--- config.mk ---
export PLATFORM = sky130hd
export DESIGN_NAME = motor_speed_feedforward_with_selfcal
export DESIGN_NICKNAME = d
export VERILOG_FILES = /design/src/sv/msff_pkg.sv /design/src/sv/motor_speed_feedforward_with_selfcal.sv /design/src/sv/msff_div.sv /design/src/sv/msff_datapath.sv /design/src/sv/msff_ctrl.sv
export VERILOG_INCLUDE_DIRS = /design/src /design/src/sv
export SDC_FILE = /design/constraint.sdc
export NUM_CORES = 2
export LEC_CHECK = 0
export ABC_AREA = 1
export BUFFER_PORTS_ARGS = -buffer_cell sky130_fd_sc_hd__buf_4
export CAP_MARGIN = 15
export CELL_PAD_IN_SITES_DETAIL_PLACEMENT = 1
export CELL_PAD_IN_SITES_GLOBAL_PLACEMENT = 1
export CORE_ASPECT_RATIO = 1.4
export CORE_MARGIN = 3
export CORE_UTILIZATION = 53
export CTS_CLUSTER_SIZE = 40
export DETAILED_ROUTE_END_ITERATION = 12
export PLACE_DENSITY_LB_ADDON = 0.1
export SYNTH_ARGS = -nofsm -noshare
export SYNTH_HDL_FRONTEND = slang
export SYNTH_SLANG_ARGS = --single-unit
--- constraint.sdc ---
create_clock -name clk -period 17.4 [get_ports clk]
set_clock_uncertainty 0.2 [all_clocks]
set_input_delay 1.74 -clock clk [delete_from_list [all_inputs] [get_ports clk]]
set_output_delay 1.74 -clock clk [all_outputs]
set_load 0.01 [all_outputs]
--- src/sv/assert_macros.svh ---
// Assertion macros used by the top-level RTL file
`ifndef ASSERT_MACROS_SVH
`define ASSERT_MACROS_SVH
// check that an implication holds at every clock edge outside reset
`define ASSERT_IMPL(label, ante, cons) \
  label: assert property (@(posedge clk) disable iff (!rst_n) (ante) |-> (cons)) \
    else $error("same-cycle check failed");
// check that a condition holds in the cycle after another
`define ASSERT_NEXT(label, ante, cons) \
  label: assert property (@(posedge clk) disable iff (!rst_n) (ante) |=> (cons)) \
    else $error("next-cycle check failed");
`endif

--- src/sv/msff_pkg.sv ---
// Package with types, constants and default table for the speed feedforward block
package msff_pkg;
  localparam int DefPoints = 11;
  localparam int TablePointsDef = 11;

  localparam logic [1:0] CMD_STEP  = 2'd0;
  localparam logic [1:0] CMD_LOAD  = 2'd1;
  localparam logic [1:0] CMD_START = 2'd2;

  localparam logic [2:0] REG_RPM_MAX   = 3'd0;
  localparam logic [2:0] REG_PWM_MAX   = 3'd1;
  localparam logic [2:0] REG_KNEE      = 3'd2;
  localparam logic [2:0] REG_STEP_UP   = 3'd3;
  localparam logic [2:0] REG_STEP_DOWN = 3'd4;
  localparam logic [2:0] REG_KI        = 3'd5;
  localparam logic [2:0] REG_DEADBAND  = 3'd6;
  localparam logic [2:0] REG_HOLD      = 3'd7;

  typedef struct packed {
    logic [1:0]  cmd;
    logic [11:0] target_rpm;
    logic [11:0] measured_rpm;
    logic [3:0]  entry_index;
    logic [11:0] entry_rpm;
    logic [11:0] entry_pwm;
  } msff_in_t;

  typedef struct packed {
    logic [11:0] pwm_out;
    logic [11:0] ramped_target;
    logic        target_stable;
    logic        calibrating;
    logic        point_saved;
    logic [3:0]  saved_index;
    logic [11:0] saved_pwm;
    logic        calibration_done;
  } msff_out_t;

  typedef struct packed {
    logic [11:0] rpm_max;
    logic [11:0] pwm_max;
    logic [11:0] ramp_knee;
    logic [3:0]  step_up;
    logic [3:0]  step_down;
    logic [15:0] ki_q16;
    logic [7:0]  error_deadband;
    logic [11:0] cal_hold_steps;
  } msff_cfg_t;

  // controller to datapath commands
  typedef struct packed {
    logic start;      // latch input; step the ramp, load an entry or start calibration
    logic seg_load;   // read segment at seg index
    logic seg_test;   // test enclosure of loaded segment
    logic mul;        // multiply stage
    logic div_start;  // start divider
    logic finish;     // commit and form result
  } msff_cmd_t;

  typedef struct packed {
    logic seg_hit;
    logic seg_last;
    logic div_busy;
  } msff_stat_t;

  function automatic logic [11:0] def_speed(input int i);
    logic [11:0] v;
    unique case (i)
      0: v = 12'd0;    1: v = 12'd60;   2: v = 12'd100;  3: v = 12'd200;
      4: v = 12'd400;  5: v = 12'd700;  6: v = 12'd1000; 7: v = 12'd1300;
      8: v = 12'd1600; 9: v = 12'd1900; default: v = 12'd2130;
    endcase
    return v;
  endfunction

  function automatic logic [11:0] def_drive(input int i);
    logic [11:0] v;
    unique case (i)
      0: v = 12'd0;    1: v = 12'd175;  2: v = 12'd210;  3: v = 12'd303;
      4: v = 12'd504;  5: v = 12'd829;  6: v = 12'd1168; 7: v = 12'd1513;
      8: v = 12'd1865; 9: v = 12'd2217; default: v = 12'd2481;
    endcase
    return v;
  endfunction

  function automatic logic [4:0] def_tol(input int i);
    logic [4:0] v;
    unique case (i)
      0: v = 5'd10; 1: v = 5'd5;  2: v = 5'd5;  3: v = 5'd10; 4: v = 5'd10;
      5: v = 5'd15; 6: v = 5'd15; 7: v = 5'd20; 8: v = 5'd20; 9: v = 5'd25;
      default: v = 5'd25;
    endcase
    return v;
  endfunction
endpackage

--- src/sv/motor_speed_feedforward_with_selfcal.sv ---
// One transaction at a time: the next input is taken in the cycle after the result leaves.
// Synchronous active-low reset restores the default configuration and table.
// Top level of the speed feedforward block with self-calibration
`include "assert_macros.svh"
module motor_speed_feedforward_with_selfcal import msff_pkg::*; #(
  parameter int TablePoints = TablePointsDef
) (
  input  logic      clk,
  input  logic      rst_n,
  input  logic      in_valid,
  output logic      in_ready,
  input  msff_in_t  in_data,
  output logic      out_valid,
  input  logic      out_ready,
  output msff_out_t out_data,
  input  logic      cfg_valid,
  output logic      cfg_ready,
  input  logic [2:0]  cfg_index,
  input  logic [15:0] cfg_data
);
  msff_cfg_t  cfg_r;
  msff_cmd_t  cmd;
  msff_stat_t stat;

  assign cfg_ready = 1'b1;

  always_ff @(posedge clk) begin
    if (!rst_n) begin
      cfg_r <= '{rpm_max: 12'd2130, pwm_max: 12'd4000, ramp_knee: 12'd186,
                 step_up: 4'd2, step_down: 4'd4, ki_q16: 16'd328,
                 error_deadband: 8'd3, cal_hold_steps: 12'd300};
    end else if (cfg_valid && cfg_ready) begin
      unique case (cfg_index)
        REG_RPM_MAX:   cfg_r.rpm_max <= cfg_data[11:0];
        REG_PWM_MAX:   cfg_r.pwm_max <= cfg_data[11:0];
        REG_KNEE:      cfg_r.ramp_knee <= cfg_data[11:0];
        REG_STEP_UP:   cfg_r.step_up <= cfg_data[3:0];
        REG_STEP_DOWN: cfg_r.step_down <= cfg_data[3:0];
        REG_KI:        cfg_r.ki_q16 <= cfg_data;
        REG_DEADBAND:  cfg_r.error_deadband <= cfg_data[7:0];
        REG_HOLD:      cfg_r.cal_hold_steps <= cfg_data[11:0];
        default: ;
      endcase
    end
  end

  msff_ctrl u_ctrl (
    .clk(clk), .rst_n(rst_n), .in_valid(in_valid), .in_cmd(in_data.cmd),
    .cal_mode(out_data.calibrating), .in_ready(in_ready), .out_valid(out_valid),
    .out_ready(out_ready), .stat(stat), .cmd(cmd)
  );

  msff_datapath #(.TablePoints(TablePoints)) u_dp (
    .clk(clk), .rst_n(rst_n), .cfg(cfg_r), .item(in_data), .cmd(cmd),
    .stat(stat), .result(out_data)
  );

  `ASSERT_IMPL(a_no_accept_busy, in_valid && in_ready, !out_valid)
  `ASSERT_NEXT(a_out_hold, out_valid && !out_ready, out_valid && $stable(out_data))
  `ASSERT_IMPL(a_saved_zero, out_valid && !out_data.point_saved, out_data.saved_pwm == 12'd0)
endmodule

--- src/sv/msff_div.sv ---
// Restoring divider, one quotient bit per cycle
module msff_div import msff_pkg::*; (
  input  logic        clk,
  input  logic        rst_n,
  input  logic        start,
  input  logic [23:0] num,
  input  logic [11:0] den,
  output logic        busy,
  output logic [11:0] quo
);
  logic [4:0]  cnt_r;
  logic [23:0] q_r;
  logic [12:0] rem_r;
  logic [12:0] trial;
  logic        busy_r;

  assign trial = {rem_r[11:0], q_r[23]};

  always_ff @(posedge clk) begin
    if (!rst_n) begin
      busy_r <= 1'b0;
      cnt_r  <= '0;
    end else if (start) begin
      busy_r <= 1'b1;
      cnt_r  <= 5'd24;
      q_r    <= num;
      rem_r  <= '0;
    end else if (busy_r) begin
      if (trial >= {1'b0, den}) begin
        rem_r <= trial - {1'b0, den};
        q_r   <= {q_r[22:0], 1'b1};
      end else begin
        rem_r <= trial;
        q_r   <= {q_r[22:0], 1'b0};
      end
      cnt_r <= cnt_r - 5'd1;
      if (cnt_r == 5'd1) busy_r <= 1'b0;
    end
  end

  assign busy = busy_r;
  // quotient stays below 4096 since the target lies inside the segment
  assign quo  = q_r[11:0];
endmodule

--- src/sv/msff_datapath.sv ---
// Datapath: ramp, table, segment search, interpolation and integral controller
module msff_datapath import msff_pkg::*; #(
  parameter int TablePoints = TablePointsDef,
  localparam int IdxW = $clog2(TablePoints)
) (
  input  logic      clk,
  input  logic      rst_n,
  input  msff_cfg_t cfg,
  input  msff_in_t  item,
  input  msff_cmd_t cmd,
  output msff_stat_t stat,
  output msff_out_t result
);
  logic [11:0] tspd_r [TablePoints];
  logic [11:0] tdrv_r [TablePoints];
  logic [4:0]  ttol_r [TablePoints];

  msff_in_t    in_r;
  logic [11:0] ramp_r, last_r;
  logic        stable_r, cal_r, saved_r, done_r;
  logic [IdxW-1:0] point_r, sidx_r, seg_r;
  logic [11:0] hold_r, spwm_r;
  logic [27:0] integ_r;
  logic [11:0] s0_r, s1_r, d0_r, d1_r;
  logic [23:0] num_r;
  logic [11:0] ds_r, drive_r;
  logic        hit_r;
  logic        end_r;

  localparam logic [IdxW-1:0] LastIdx = IdxW'(TablePoints - 1);

  // ramp logic
  logic [11:0] want, clamp_t, stp, ramp_nxt;
  logic        stable_nxt;
  always_comb begin
    want = cal_r ? tspd_r[point_r] : item.target_rpm;
    clamp_t = (want > cfg.rpm_max) ? cfg.rpm_max : want;
    ramp_nxt = ramp_r;
    stable_nxt = 1'b0;
    if (clamp_t > ramp_r) begin
      stp = (ramp_r < cfg.ramp_knee) ? 12'd1 : {8'd0, cfg.step_up};
      ramp_nxt = (clamp_t - ramp_r > stp) ? ramp_r + stp : clamp_t;
    end else if (clamp_t < ramp_r) begin
      stp = (ramp_r < cfg.ramp_knee) ? 12'd1 : {8'd0, cfg.step_down};
      ramp_nxt = (ramp_r - clamp_t > stp) ? ramp_r - stp : clamp_t;
    end else begin
      stp = 12'd0;
      stable_nxt = 1'b1;
    end
  end

  // integral term
  logic signed [13:0] err;
  logic [12:0]        mag;
  logic signed [30:0] prod;
  logic signed [31:0] acc;
  logic [27:0]        top, integ_nxt;
  always_comb begin
    err  = $signed({2'b0, ramp_r}) - $signed({2'b0, in_r.measured_rpm});
    mag  = err[13] ? 13'(-err) : 13'(err);
    prod = $signed({1'b0, cfg.ki_q16}) * err;
    acc  = $signed({4'b0, integ_r});
    if (mag > {5'd0, cfg.error_deadband}) acc = acc + 32'(prod);
    top = {cfg.pwm_max, 16'd0};
    if (acc < 0) integ_nxt = '0;
    else if (acc > $signed({4'b0, top})) integ_nxt = top;
    else integ_nxt = acc[27:0];
  end

  logic        div_busy;
  logic [11:0] quo;
  msff_div u_div (
    .clk(clk), .rst_n(rst_n), .start(cmd.div_start), .num(num_r), .den(ds_r),
    .busy(div_busy), .quo(quo)
  );

  logic [11:0] diff_m;
  logic [11:0] drv_fin;
  always_comb begin
    diff_m = (in_r.measured_rpm > tspd_r[point_r]) ? in_r.measured_rpm - tspd_r[point_r]
                                                   : tspd_r[point_r] - in_r.measured_rpm;
    if (cal_r) drv_fin = integ_nxt[27:16];
    else if (!hit_r) drv_fin = 12'd0;
    else if (ds_r == 12'd0) drv_fin = d0_r;
    else drv_fin = quo;
    if (drv_fin > cfg.pwm_max) drv_fin = cfg.pwm_max;
  end

  logic signed [24:0] mulnum;
  always_comb begin
    mulnum = $signed({13'd0, d0_r}) * $signed({1'b0, ds_r})
           + ($signed({1'b0, d1_r}) - $signed({1'b0, d0_r}))
           * $signed({1'b0, ramp_r - s0_r});
  end

  always_ff @(posedge clk) begin
    if (!rst_n) begin
      ramp_r <= '0; stable_r <= 1'b0; integ_r <= '0; last_r <= '0;
      cal_r <= 1'b0; point_r <= LastIdx; hold_r <= '0;
      saved_r <= 1'b0; done_r <= 1'b0; sidx_r <= '0; spwm_r <= '0;
      for (int i = 0; i < TablePoints; i++) begin
        tspd_r[i] <= def_speed(i < DefPoints ? i : DefPoints - 1);
        tdrv_r[i] <= def_drive(i < DefPoints ? i : DefPoints - 1);
        ttol_r[i] <= def_tol(i < DefPoints ? i : DefPoints - 1);
      end
    end else begin
      if (cmd.start) begin
        in_r <= item;
        saved_r <= 1'b0; done_r <= 1'b0; sidx_r <= '0; spwm_r <= '0;
        seg_r <= IdxW'(1);
        hit_r <= 1'b0;
        end_r <= 1'b0;
        unique case (item.cmd)
          CMD_STEP: begin
            ramp_r <= ramp_nxt;
            stable_r <= stable_nxt;
          end
          CMD_LOAD: begin
            if ({2'b0, item.entry_index} < 6'(TablePoints)) begin
              tspd_r[IdxW'(item.entry_index)] <= item.entry_rpm;
              tdrv_r[IdxW'(item.entry_index)] <= item.entry_pwm;
            end
          end
          CMD_START: begin
            cal_r <= 1'b1; point_r <= LastIdx; hold_r <= '0;
          end
          default: ;
        endcase
      end
      if (cmd.seg_load) begin
        s0_r <= tspd_r[seg_r - IdxW'(1)]; s1_r <= tspd_r[seg_r];
        d0_r <= tdrv_r[seg_r - IdxW'(1)]; d1_r <= tdrv_r[seg_r];
      end
      if (cmd.seg_test) begin
        if (ramp_r >= s0_r && ramp_r <= s1_r) begin
          hit_r <= 1'b1;
          ds_r <= s1_r - s0_r;
        end else if (seg_r == LastIdx) end_r <= 1'b1;
        else seg_r <= seg_r + IdxW'(1);
      end
      if (cmd.mul) num_r <= mulnum[24] ? 24'd0 : mulnum[23:0];
      if (cmd.finish) begin
        if (cal_r) begin
          integ_r <= integ_nxt;
          if ({7'd0, diff_m} <= {14'd0, ttol_r[point_r]}) begin
            if (hold_r >= cfg.cal_hold_steps) begin
              tdrv_r[point_r] <= last_r;
              saved_r <= 1'b1; sidx_r <= point_r; spwm_r <= last_r;
              if (point_r > IdxW'(1)) point_r <= point_r - IdxW'(1);
              else begin
                cal_r <= 1'b0; point_r <= LastIdx; done_r <= 1'b1;
              end
              hold_r <= (12'd0 < cfg.cal_hold_steps) ? 12'd1 : 12'd0;
            end else hold_r <= (hold_r < cfg.cal_hold_steps) ? hold_r + 12'd1 : hold_r;
          end else hold_r <= (12'd0 < cfg.cal_hold_steps) ? 12'd1 : 12'd0;
        end else begin
          hold_r <= (hold_r < cfg.cal_hold_steps) ? hold_r + 12'd1 : hold_r;
        end
        last_r <= drv_fin;
      end
    end
  end

  assign stat.seg_hit  = hit_r;
  assign stat.seg_last = end_r;
  assign stat.div_busy = div_busy;

  assign result.pwm_out          = last_r;
  assign result.ramped_target    = ramp_r;
  assign result.target_stable    = stable_r;
  assign result.calibrating      = cal_r;
  assign result.point_saved      = saved_r;
  assign result.saved_index      = 4'(sidx_r);
  assign result.saved_pwm        = spwm_r;
  assign result.calibration_done = done_r;
endmodule

--- src/sv/msff_ctrl.sv ---
// Controller state machine sequencing one transaction through the datapath
module msff_ctrl import msff_pkg::*; (
  input  logic       clk,
  input  logic       rst_n,
  input  logic       in_valid,
  input  logic [1:0] in_cmd,
  input  logic       cal_mode,
  output logic       in_ready,
  output logic       out_valid,
  input  logic       out_ready,
  input  msff_stat_t stat,
  output msff_cmd_t  cmd
);
  typedef enum logic [3:0] {S_IDLE, S_LOAD, S_TEST, S_CHK, S_MUL, S_DIV, S_WAIT, S_FIN,
                            S_OUT} state_t;
  state_t state_r;
  logic   out_valid_r;

  always_comb begin
    cmd = '0;
    cmd.start     = in_valid && in_ready;
    cmd.seg_load  = (state_r == S_LOAD);
    cmd.seg_test  = (state_r == S_TEST);
    cmd.mul       = (state_r == S_MUL);
    cmd.div_start = (state_r == S_DIV);
    cmd.finish    = (state_r == S_FIN);
  end

  // input waits while a transaction is in flight or its result is pending
  assign in_ready  = (state_r == S_IDLE) && !out_valid_r;
  assign out_valid = out_valid_r;

  always_ff @(posedge clk) begin
    if (!rst_n) begin
      state_r <= S_IDLE;
      out_valid_r <= 1'b0;
    end else begin
      // hold the result until the receiver takes it
      out_valid_r <= (state_r == S_OUT) || (out_valid_r && !out_ready);
      unique case (state_r)
        S_IDLE: if (in_valid && in_ready) begin
          if (in_cmd == CMD_STEP) state_r <= cal_mode ? S_FIN : S_LOAD;
          else state_r <= S_OUT;
        end
        S_LOAD: state_r <= S_TEST;
        S_TEST: state_r <= S_CHK;
        // hit goes to multiply, miss advances or gives up after the last segment
        S_CHK: begin
          if (stat.seg_hit) state_r <= S_MUL;
          else if (stat.seg_last) state_r <= S_FIN;
          else state_r <= S_LOAD;
        end
        S_MUL:  state_r <= S_DIV;
        S_DIV:  state_r <= S_WAIT;
        S_WAIT: if (!stat.div_busy) state_r <= S_FIN;
        S_FIN:  state_r <= S_OUT;
        S_OUT:  state_r <= S_IDLE;
        default: state_r <= S_IDLE;
      endcase
    end
  end
endmodule

Yosys cells after proc, flatten, opt, wreduce, memory -nomap -nowiden:

Memories as Yosys holds them, arrays and structs flattened. A register that Yosys moved wholly into a read port is not among the register bits.
Cells that the tools add are included.

* output and inout port bits: 47
* word-level logic and storage cells: 275
* memory bits (writable): 319
* flip-flop bits (word level): 269
* memories kept: 3
* bits of input ports: 78

* reduce and logical (&&, ||, !) cells: 37
* bitwise operators: 1
* $lt $le $gt $ge: 20
* equal/unequal tests: 21
* $add $sub $neg: 19
* muxes and demuxes: 139
* $mul: 3

Memories
* u_dp.tdrv_r: depth 11, width 12, read ports 2, clocked after Yosys merged registers in 2, write ports 11, line msff_datapath.sv:15 `logic [11:0] tdrv_r [TablePoints];`
* u_dp.tspd_r: depth 11, width 12, read ports 3, clocked after Yosys merged registers in 3, write ports 11, line msff_datapath.sv:14 `logic [11:0] tspd_r [TablePoints];`
* u_dp.ttol_r: depth 11, width 5, read ports 1, clocked after Yosys merged registers in 1, write ports 11, line msff_datapath.sv:16 `logic [4:0] ttol_r [TablePoints];`

Operators by type and width (number)
* 12-bit 2-to-1 mux: 49
* 4-bit 2-to-1 mux: 27
* 12-bit subtractor: 8
* 12-bit > comparator: 6
* 28-bit 2-to-1 mux: 2
* 24-bit 2-to-1 mux: 2
* 1-bit 2-to-1 mux: 47
* 12-bit less-than comparator: 3
* 12-bit OR reduction: 3
* 5-bit 2-to-1 mux: 7
* 29-bit by 31-bit adder with 32-bit output: 1
* 32-bit by 29-bit > comparator with 1-bit output: 1
* 32-bit by 1-bit less-than comparator with 1-bit output, second input constant: 1
* 32-bit 2-to-1 mux: 1
* 4-bit one-hot mux with 8 select lines: 1
* 2-bit AND reduction: 16
* 17-bit by 13-bit multiplier with 30-bit output: 1
* 12-bit by 12-bit subtractor with 13-bit output: 2
* 25-bit adder: 1
* 25-bit by 13-bit multiplier with 25-bit output: 1
* 12-bit >= comparator: 2
* 12-bit by 12-bit multiplier with 24-bit output: 1
* 4-bit by 3-bit == test with 1-bit output, second input constant: 4
* 13-bit by 12-bit >= comparator with 1-bit output: 1
* other kinds (35): 52

Logic depth before layout (Yosys ltp):

* word-level depth: 11
* depth in mapped cells: 71
* mapped depth without buffers: 68

Cells and area by module:

From an unflattened synthesis, not the netlist that was laid out.

* cells, all modules: 8265
* area, all modules: 64210.3 um^2

Modules (own cells, without submodules)
* msff_datapath: cells an instance 7380, instances 1, seq. area each 16235.6 um^2, area each 57890.5 um^2
* motor_speed_feedforward_with_selfcal: cells an instance 445, instances 1, seq. area each 1601.5 um^2, area each 3131.8 um^2
* msff_div: cells an instance 371, instances 1, seq. area each 1201.2 um^2, area each 2796.4 um^2
* msff_ctrl: cells an instance 69, instances 1, seq. area each 100.1 um^2, area each 391.6 um^2

Worst setup path before layout:

Ideal clock, no wire load.

* path type: register to register
* start point: register u_dp.ramp_r[0]
* end point: register u_dp.last_r[3]
* arrival: 10.804 ns
* clock period less this slack: 11.138 ns
* stages on the path, launching flop included: 60
* setup time: 0.133 ns
* setup slack: 6.262 ns
* buffers on the path: 3
* data required time: 17.067 ns
* path through: dfxtp_1 -> inv_1 -> ha_1 -> inv_1 -> fa_1 -> nand2_1 -> nand3_2 -> nand3_2 -> nand2_4 -> nand2_2 -> nand2_2 -> inv_1 -> clkbuf_1 -> nand2_1 -> fa_1 -> fa_1 -> inv_1 -> fa_1 -> (+24 left out) -> nand2_1 -> inv_2 -> nand2_4 -> buf_8 -> nand2_2 -> nand4_2 -> nand2_1 -> ha_1 -> nand2_1 -> inv_1 -> nand3_1 -> nor2_1 -> nand3_1 -> o21ai_0 -> clkbuf_1 -> nand3_1 -> nand2_1 -> a21oi_2

* word-level cells in the longest chain between the ends: 11
* elaborated cells between the ends (all ways): 14
* those cells by class: 3 x add/sub; 1 x mul; 4 x order compare; 6 x mux

RTL lines
* start, declared: line msff_datapath.sv:19 `logic [11:0] ramp_r, last_r;`
* start signal, assigned: line msff_datapath.sv:115 `ramp_r <= ramp_nxt;`
* 12-bit by 12-bit subtractor with 13-bit output *: line msff_datapath.sv:59 `err = $signed({2'b0, ramp_r}) - $signed({2'b0, in_r.measured_rpm});`
* branches (longest 3 deep; another with 29-bit by 31-bit adder with 32-bit output)
* 32-bit 2-to-1 mux *: line msff_datapath.sv:63 `if (mag > {5'd0, cfg.error_deadband}) acc = acc + 32'(prod);`
* 32-bit by 29-bit > comparator with 1-bit output: line msff_datapath.sv:66 `else if (acc > $signed({4'b0, top})) integ_nxt = top;`
* 28-bit 2-to-1 mux: line msff_datapath.sv:66
* 28-bit 2-to-1 mux *: line msff_datapath.sv:65 `if (acc < 0) integ_nxt = '0;`
* 12-bit 2-to-1 mux *: line msff_datapath.sv:82 `if (cal_r) drv_fin = integ_nxt[27:16];`
* 12-bit > comparator: line msff_datapath.sv:86 `if (drv_fin > cfg.pwm_max) drv_fin = cfg.pwm_max;`
* 12-bit 2-to-1 mux *: line msff_datapath.sv:86
* end signal, assigned: line msff_datapath.sv:159 `last_r <= drv_fin;`
* end, declared: line msff_datapath.sv:19

Mark *: on every way between the ends.
A chain may end at the register's enable or synchronous reset.

Worst setup path in the final report:

* start point: register u_dp.ramp_r[0]
* end point: register u_dp.last_r[7]

The elaborated chain is that of the path after synthesis.

==> results.json <==
{
  "status": "complete, no violations",
  "yosysTopAreaCellShare_pct": 24.1,
  "dr_wl_met2_mm": 114,
  "htreeDepth": 3,
  "critPathRequiredTime_ns": 17.75,
  "period_needed_ns": 12.73,
  "place.gp.congestion": 0.940,
  "fin_tns_setup_ns": 0,
  "coreArea_um2": 116000,
  "num_rows": 148,
  "drcViolationCount": 0,
  "clock.fmax_ghz": 0.0786,
  "drtPass1Iterations": 6,
  "period_share_pct": 73.1,
  "wire_per_inst_um": 24.6,
  "overflow": 0,
  "track_usage_pct": 37.2,
  "syn2layout_area_growth_pct": 7.94,
  "hpwl_mm": 170,
  "cts_root_buf": "clkbuf_16",
  "rsz0062_at_grt": "no",
  "netlist_area_um2": 62100,
  "max-slew-margin-rel_pct": 25.9,
  "viasPerCell": 6.06,
  "drv_slew": 0,
  "clk_path_buf_depth": 3,
  "ys_warn_count": 0,
  "syn_area_per_cell_um2": 8.05,
  "synth_most_common_cell": "nand2_1",
  "cp_max_fo": 24,
  "drtIter0Drc": 4223,
  "setup_viol": 0,
  "worst_path_max_delay_cell": "o21ai_0",
  "hold_viol_final": 0,
  "vias": 56200,
  "cp_num_buf_inv": 11,
  "nets": 8683,
  "tightest_slew_ns": 1.11,
  "ys_seq_elements": 701,
  "cts_sinks": 701,
  "grt_pass1_wl_mm": 345,
  "wl_met3_mm": 14.9,
  "cts_tree": "yes",
  "synth_ff_type": "edfxtp_1",
  "clkSlewWorstSetupHoldPaths_ns": 0.06,
  "portBuffers": 123,
  "holdBufCountCts": 0,
  "critPathMaxStageDelay_ns": 0.58,
  "grt_pass1_vias": 59800,
  "grt_max_degree": 221,
  "r2r_setup_slack_ns": 4.67,
  "start_util_pct": 53.4,
  "synth_top_area_cell": "edfxtp_1",
  "multi_input_area_um2": 37100,
  "critPathLaunchType": "register",
  "postCtsSetupBuffers": 0,
  "top_layer_used": "met5",
  "hold_class": "register to register",
  "postRouteAntennaNets": 0,
  "insertion_delay_ns": 0.71,
  "nFillCells": 14200,
  "fp.dieH_um": 411,
  "synth_area_leaders": "edfxtp_1, fa_1, ha_1",
  "ys_types": 70,
  "met1_length_mm": 83.3,
  "synth_cells": 7716,
  "min-delay-start": "cfg_r[50]",
  "critical_path_class": "register to register",
  "wl_mm": 228,
  "regArea_um2": 19000,
  "drive_gt1_share_pct": 7.02,
  "crit_start": "u_dp.ramp_r[0]",
  "crit_path_end_kind": "register",
  "numCtsBuffers": 77,
  "die_x_um": 295,
  "r2r_start": "u_dp.ramp_r[0]",
  "drv_cap": 0,
  "antenna_found_initial": 4,
  "cp_top_family": "adder cells",
  "io_pins": 125,
  "path_common_cell": "nand2_1",
  "crit_arrival_ns": 13.07,
  "synth_common_cells": "nand2_1, inv_1, a21oi_1, o21ai_0, nor2_1",
  "die_area_um2": 121000,
  "synthArstFlopShare_pct": 0,
  "yosysSeqAreaShare_pct": 30.6,
  "synth_edf_count": 498,
  "cts_resized": 0
}
[cell families (layout without fill, tap and decap cells)]
family                     after synthesis  count (layout)  share of synthesized area [%]
and+or+nand+nor                       2394            2394                           16.5
AOI/OAI and AO/OA                     1892            1892                           16.6
buffers and inverters                 1636            1624                           10.1
adders and majority gates              906             906                           23.5
DFF                                    701             701                           30.6
xor gates and xnor gates               184             184                           2.65
other                                    2              63                         0.0121
muxes                                    1               1                         0.0161
[metal layers]
metal / up-vias / GRT usage (%)
li1: 25300 / -
met1: 28100 / 42.0
met2: 2084 / 65.6
met3: 747 / 5.84
met4: 2 / 23.3
met5: - / 0
[metrics by stage]
step	hold WS (ns)	util (%)	worst slack [ns]	cell area [µm²]	cells
final	0.262	57.7	4.67	67000	9265
after global routing	0.282	57.6	3.58	67000	9263
after CTS	0.264	57.6	4.62	67000	9263
after detailed placement	0.251	55.4	4.69	64400	9120
after global placement	0.239	55.4	4.92	64400	9119
after floorplan	0.229	-	6.26	62300	7775
[sequential cells by signal, indices dropped and copies added, names as in the netlist, 4 cells and up]
signal and count:
u_dp.d0_r 12, u_dp.s0_r 12, u_dp.ramp_r 12, u_dp.last_r 12, u_dp.hold_r 12, u_dp.num_r 24, cfg_r 80, u_dp.u_div.cnt_r 5
u_dp.seg_r 4, u_dp.point_r 4, u_dp.u_div.q_r 24, u_dp.u_div.rem_r 12, u_dp.ds_r 12, u_dp.d1_r 12, u_dp.integ_r 28, u_dp.sidx_r 4
u_dp.spwm_r 12, u_dp.s1_r 12, u_ctrl.state_r 4, u_dp.tspd_r 192, u_dp.tdrv_r 192, u_dp.in_r 12
[layout make-up]
| class | count | share of cell area, % |
|---|---|---|
| multi-input combinational | 5438 | 55.3 |
| tap | 1500 | 2.80 |
| inverter | 1267 | 7.12 |
| clock buffer | 105 | 3.29 |
| sequential | 701 | 28.4 |
| timing repair buffer | 214 | 2.43 |
| clock inverter | 38 | 0.653 |
| antenna | 2 | 0.00746 |
[layout by cell type (no fill, tap or decap), types with 19 or more instances in the layout]
cell,instances
nand3_1,342
o211ai_1,108
inv_1,1212
ha_1,474
xor2_1,118
clkinv_1,29
nand3_2,26
buf_4,212
o21bai_1,19
conb_1,61
o21ai_0,776
a21o_1,22
nand4_1,49
nand2_1,1240
fa_1,431
or2_2,22
nor2_1,574
inv_2,26
clkinv_2,21
xnor2_1,60
dfxtp_1,201
nand2_2,39
edfxtp_1,498
a21oi_1,821
clkbuf_16,79
[worst paths after layout]
| check | to | depth (start not counted) |
|---|---|---|
| worst max register to register | u_dp.last_r[7] | 59 |
| worst max-delay path | u_dp.last_r[7] | 59 |
| worst min-delay path | cfg_r[50] | 2 |
| worst min register to register | cfg_r[50] | 2 |
[worst min-delay path, stage by stage (launching register included)]
cell and delay [ns]:
dfxtp_1 0.30, inv_1 0.06, a21oi_1 0.06
Power is left out: the tool's default activity adds up to more than one toggle a clock period on the data nets, which glitch-free logic cannot reach.
